--- src/design/iral_pkg.sv ---
`timescale 1ns / 1ps
// Shared codes for the interval room allocator.
// No dependencies; imported by iral_cmp and interval_room_allocator.
package iral_pkg;

	// Which key of the compare unit is the smallest.
	typedef logic [1:0] sel_t;

	localparam sel_t SEL_ITEM = 2'd0;
	localparam sel_t SEL_A    = 2'd1;
	localparam sel_t SEL_B    = 2'd2;

endpackage

--- src/design/iral_cmp.sv ---
`timescale 1ns / 1ps
// Shared key compare unit: picks the smallest of the moving entry and up
// to two heap entries. Keys are {departure, room}. Depends on iral_pkg.
module iral_cmp import iral_pkg::*; #(
	parameter int W = 43
) (
	input  logic [W-1:0] item,
	input  logic [W-1:0] cand_a,
	input  logic         a_ok,
	input  logic [W-1:0] cand_b,
	input  logic         b_ok,
	output sel_t         sel
);

	logic a_lt_i;
	logic b_lt_i;
	logic b_lt_a;
	logic a_win;
	logic b_win;

	// three compares in parallel, then select
	assign a_lt_i = cand_a < item;
	assign b_lt_i = cand_b < item;
	assign b_lt_a = cand_b < cand_a;

	assign a_win = a_ok && a_lt_i && (!b_ok || !b_lt_a);
	assign b_win = b_ok && b_lt_i && (!a_ok || b_lt_a);

	always_comb begin
		if (a_win) begin
			sel = SEL_A;
		end else if (b_win) begin
			sel = SEL_B;
		end else begin
			sel = SEL_ITEM;
		end
	end

endmodule

--- config.mk ---
export PLATFORM = sky130hd
export DESIGN_NAME = iral_cmp
export DESIGN_NICKNAME = d
export VERILOG_FILES = /design/src/design/iral_pkg.sv /design/src/design/iral_cmp.sv
export SDC_FILE = /design/constraint.sdc
export NUM_CORES = 1
export LEC_CHECK = 0
export ABC_AREA = 0
export BUFFER_PORTS_ARGS = -buffer_cell sky130_fd_sc_hd__buf_2
export CORE_MARGIN = 10
export CORE_UTILIZATION = 35
export DETAILED_ROUTE_END_ITERATION = 6
export GPL_TIMING_DRIVEN = 0
export SLEW_MARGIN = 5
export SYNTH_ARGS = -nofsm -noshare
export SYNTH_HDL_FRONTEND = slang
export SYNTH_SLANG_ARGS = --single-unit
--- constraint.sdc ---
create_clock -name vclk -period 2.58
set_input_delay 0.516 -clock vclk [all_inputs]
set_output_delay 0.516 -clock vclk [all_outputs]
set_load 0.01 [all_outputs]
After elaboration in Yosys (flattened, before gate mapping) --
Cells that the tools add are included.
Storage, ports and cells: register bits 0, input port bits 131, output and inout bits 2, word-level logic and storage cells 14
Cells by class: order comparisons 3, muxes and demuxes 2, reductions and logical operators 9
Operator list (number):
- $lt 43x43->1 | 3
- $logic_and 1x1->1 | 4
- $mux 2 | 2
- $logic_not 1->1 | 3
- $logic_or 1x1->1 | 2

Logic depth before layout (Yosys ltp) --
depth in word-level cells 5, gate-level depth with buffers 10, mapped depth without buffers 9

Least setup slack after synthesis --
Ideal clock, no wire load.
path type input -> output, from input port cand_a[41], to output port sel[0], arrival 2233 ps, required time 2064 ps, path slack -169 ps, stages 7, buffers on the path 1, cells stage by stage inv_1 ha_1 nand4_2 or4_4 or3_1 a311oi_1 buf_4
On the way: word-level cells in the longest chain between the ends 5, elaborated cells between the ends (all ways) 7, classes of those cells order compare: 2; mux: 1; reduce/logical: 4
RTL lines:
- start: declaration | line iral_cmp.sv:8 | input logic [W-1:0] cand_a,
- $lt 43x43->1 | line iral_cmp.sv:24 | assign b_lt_a = cand_b < cand_a;
- $logic_not 1->1 | line iral_cmp.sv:26 | assign a_win = a_ok && a_lt_i && (!b_ok || !b_lt_a);
- $logic_or 1x1->1 | line iral_cmp.sv:26
- $logic_and 1x1->1 * | line iral_cmp.sv:26
- net a_win | line iral_cmp.sv:18 | logic a_win;
- $mux 2 * | line iral_cmp.sv:30 | if (a_win) begin
- end: declaration | line iral_cmp.sv:12 | output sel_t sel
The timed path passes the listed nets; every way through them passes the cells marked *.

Final worst setup path --
from input port cand_b[22], to output port sel[0]
On the way: word-level cells in the longest chain between the ends 5
RTL lines:
- start: declaration | line iral_cmp.sv:10 | input logic [W-1:0] cand_b,
- $lt 43x43->1 | line iral_cmp.sv:24
- $logic_not 1->1 | line iral_cmp.sv:26
- $logic_or 1x1->1 | line iral_cmp.sv:26
- $logic_and 1x1->1 | line iral_cmp.sv:26
- net a_win | line iral_cmp.sv:18
- $mux 2 | line iral_cmp.sv:30
The timed path passes the listed nets, and every way through them passes these cells.

==> run summary <==
The number of I/O port buffers was 133; the number of max-cap violations was 0. During I/O placement, the number of pins put on the boundary was 133. The die footprint was 12700 um^2. Number of antenna-violating nets in the routed design: 0.

Actual slew at the worst max-slew pin: 0.395 ns. STA puts the critical path data required time at 2.06 ns. After detailed routing, the number of remaining DRC violations is 0. The tools report the final setup violation count as 2. The synthesized netlist contains 35 unique library cells.

For the final number of hold-violating endpoints, the log shows 0. The floorplan step set the die height to 113 um. Counting both buffers and inverters, the worst setup path holds a total of 3. In this run the horizontal extent of the chip is 113 um. The number of antenna violations at the first check in global routing came out at 0. The maximum clock frequency is 0.337 GHz. The tools report the iteration-0 DRC count of the detailed router as 97.

The initial utilization of the core area, before any placement, comes to 36.3%. The run gives 2.44 nW as the leakage power total. For this block, the via count after detailed routing is 3278. For this run, the register share of the synthesized area comes to 0%. Routability-driven placement finished with a final weighted congestion of 0.837. Dividing the detail-routed wire length by the instance count gives 14.6 um. Summing every instance area after synthesis gives 3010 um^2. Setup repair after global routing could not meet its margin everywhere.

The max-slew violation total from the final report is 0, and the average cell area after synthesis is 7.35 um^2. Cells with a size suffix above 1 make up 35.5% of the layout. The run gives 8710 um as the total half-perimeter wirelength after legalization and detailed placement.

Among all stages on the critical path, the largest delay is contributed by sky130_fd_sc_hd__or3_1. The multi-input combinational cell area is 3060 um^2, and the number of optimization iterations in the first detailed-route pass is 4. The signal on the critical path passes through buf_2 -> ha_4 -> nand4_1 -> nor3_4 -> a221o_1 -> a211o_1 -> a31oi_4 -> or3_1 -> a311oi_2 -> buf_4 -> buf_6. The first global-routing pass estimated 15900 um of wire. Leaving out fill and tap cells, the most frequent cell in the layout is sky130_fd_sc_hd__buf_2. The completed layout was analyzed and its total power is 0.000679 W. The final reports fail on setup timing. The share of the cycle needed by the critical path after routing works out to 115%. The number of filler cells placed in the layout was 838; the maximum vdd ir drop was 0.0677 mV. Across every metal layer, demand over resource in global routing totals 14.1%.

The run gives 73.4% as the relative slew slack. The layout clock buffer count is 0. On the critical path the largest part of the delay comes from simple AND/OR/NAND/NOR gates. Subtracting the final worst setup slack from the clock period gives 2.97 ns.

For the post-placement cell area, the log shows 3910 um^2. The type of the tightest min-delay check was input pin to output port. On the worst path, the slowest cell contributes a delay of 0.34 ns. The minimum setup slack after placement was -0.710 ns. The library cells used most frequently in the layout, excluding fill and tap cells, are sky130_fd_sc_hd__buf_2, sky130_fd_sc_hd__ha_1, sky130_fd_sc_hd__inv_1, sky130_fd_sc_hd__a21oi_1, sky130_fd_sc_hd__nand2_1. Compared with the post-synthesis result, the final layout area differs by 44.5%. Across the whole layout, storage elements account for 0 um^2. Hold buffer count at cts: 0. The total area inside the core boundary comes to 8300 um^2. 0 antenna diodes ended up in the layout. The worst setup path is captured at an output port. Final total negative setup slack: -0.695 ns. Summed over all layers, the routed wires come to 9500 um. The worst setup path is of the input pin to output port kind. Via count of the first global-routing pass: 3628. The type of origin of the critical path was an input pin. Hold is met by 1.45 ns. For the worst setup path, the data arrival time is 2.45 ns.

The number of nets in the synthesized netlist is 667. The post-route cell area was 4350 um^2. For the standard-cell row count, the log shows 33. For the total number of nets in the final design, the log shows 805. The maximum number of pins on one net before global-route repair was 4; the final worst-path setup slack was -0.388 ns. The power per standard cell area was 156 nW/um^2; the number of warnings printed during yosys synthesis was 0. The post-detailed-route via-to-cell ratio was 5.04.

In the synthesized netlist, the number of instances is 410. The run finished, with violations left. There are 0 flip-flops and latches.

Along the worst path, the maximum fanout reaches 3. After global routing the overflow that remains totals 0.
-- what timing repair did --
action | CTS | global route
gates cloned | 0 | 0
pin swaps | 30 | 17
endpoints found under the setup margin | 2 | 2
resized for setup | 59 | 17
setup buffers | 3 | 0
-- metrics by stage --
stage | util [%] | instances
5_1_grt | 52.4 | 651
4_1_cts | 51.2 | 651
3_5_place_dp | 47.1 | 648
2_1_floorplan | - | 410
6_report | 52.4 | 651
3_3_place_gp | 47.1 | 648
-- report_power, final --
part / internal [W] / switching [W]
sequential: 0 / 0
combinational: 0.000337 / 0.000342
clock: 0 / 0
-- path summary, 6_finish.rpt --
| path | from | endpoint | slack, ns | depth (start not counted) |
|---|---|---|---|---|
| max | cand_b[22] | sel[0] | -0.39 | 11 |
| min | a_ok | sel[1] | 1.45 | 5 |
-- worst min-delay path, cell delays in order --
cell,delay (ns)
sky130_fd_sc_hd__buf_2,0.12
sky130_fd_sc_hd__a221oi_2,0.08
sky130_fd_sc_hd__o41ai_2,0.05
sky130_fd_sc_hd__a31oi_1,0.04
sky130_fd_sc_hd__buf_2,0.13
-- Yosys cell counts --
cell type | number | area share [%]
sky130_fd_sc_hd__a2111oi_0 | 1 | 0.29
sky130_fd_sc_hd__a211o_1 | 1 | 0.29
sky130_fd_sc_hd__a211oi_1 | 5 | 1.2
sky130_fd_sc_hd__a21boi_0 | 1 | 0.25
sky130_fd_sc_hd__a21o_1 | 15 | 3.7
sky130_fd_sc_hd__a21oi_1 | 52 | 8.6
sky130_fd_sc_hd__a221o_1 | 1 | 0.33
sky130_fd_sc_hd__a221oi_1 | 1 | 0.29
sky130_fd_sc_hd__a22oi_1 | 1 | 0.25
sky130_fd_sc_hd__a311oi_1 | 1 | 0.29
sky130_fd_sc_hd__a31oi_1 | 4 | 0.83
sky130_fd_sc_hd__and4_1 | 2 | 0.58
sky130_fd_sc_hd__buf_4 | 1 | 0.25
sky130_fd_sc_hd__ha_1 | 126 | 52
sky130_fd_sc_hd__inv_1 | 90 | 11
sky130_fd_sc_hd__nand2_1 | 25 | 3.1
sky130_fd_sc_hd__nand2b_1 | 1 | 0.21
sky130_fd_sc_hd__nand3_1 | 8 | 1.3
sky130_fd_sc_hd__nand3b_1 | 1 | 0.25
sky130_fd_sc_hd__nand4_1 | 19 | 3.9
sky130_fd_sc_hd__nand4_2 | 2 | 0.83
sky130_fd_sc_hd__nand4b_1 | 1 | 0.29
sky130_fd_sc_hd__nor2_1 | 13 | 1.6
sky130_fd_sc_hd__nor2b_1 | 5 | 1.0
sky130_fd_sc_hd__nor3_1 | 3 | 0.50
sky130_fd_sc_hd__nor3_2 | 1 | 0.33
sky130_fd_sc_hd__nor4_1 | 2 | 0.42
sky130_fd_sc_hd__o2111ai_1 | 1 | 0.29
sky130_fd_sc_hd__o211ai_1 | 1 | 0.25
sky130_fd_sc_hd__o21ai_0 | 20 | 3.3
sky130_fd_sc_hd__o311ai_0 | 1 | 0.29
sky130_fd_sc_hd__o31ai_1 | 1 | 0.25
sky130_fd_sc_hd__o41ai_1 | 1 | 0.29
sky130_fd_sc_hd__or3_1 | 1 | 0.21
sky130_fd_sc_hd__or4_4 | 1 | 0.37
-- layout make-up --
type	count	share of cell area (%)
inverters	90	8.05
repair buffers	136	18.3
well taps	105	3.02
plain buffers	1	0.173
multi-input cells	319	70.4
-- routing by layer --
metal | routed length [um] | GRT usage (%) | part of all wire (%)
met1 | 4400 | 18.0 | 46
met2 | 4440 | 25.2 | 47
met3 | 659 | 2.96 | 6.9
met4 | 0 | 0 | 0
met5 | 0 | 0 | 0
-- cells by family after synthesis --
logic type / synth area share [%]
AOI/OAI and AO/OA: 21.1
adders and majority gates: 52.3
buffers and inverters: 11.5
and+or+nand+nor: 15.0
No activity file was read; power rests on OpenSTA's default activity.
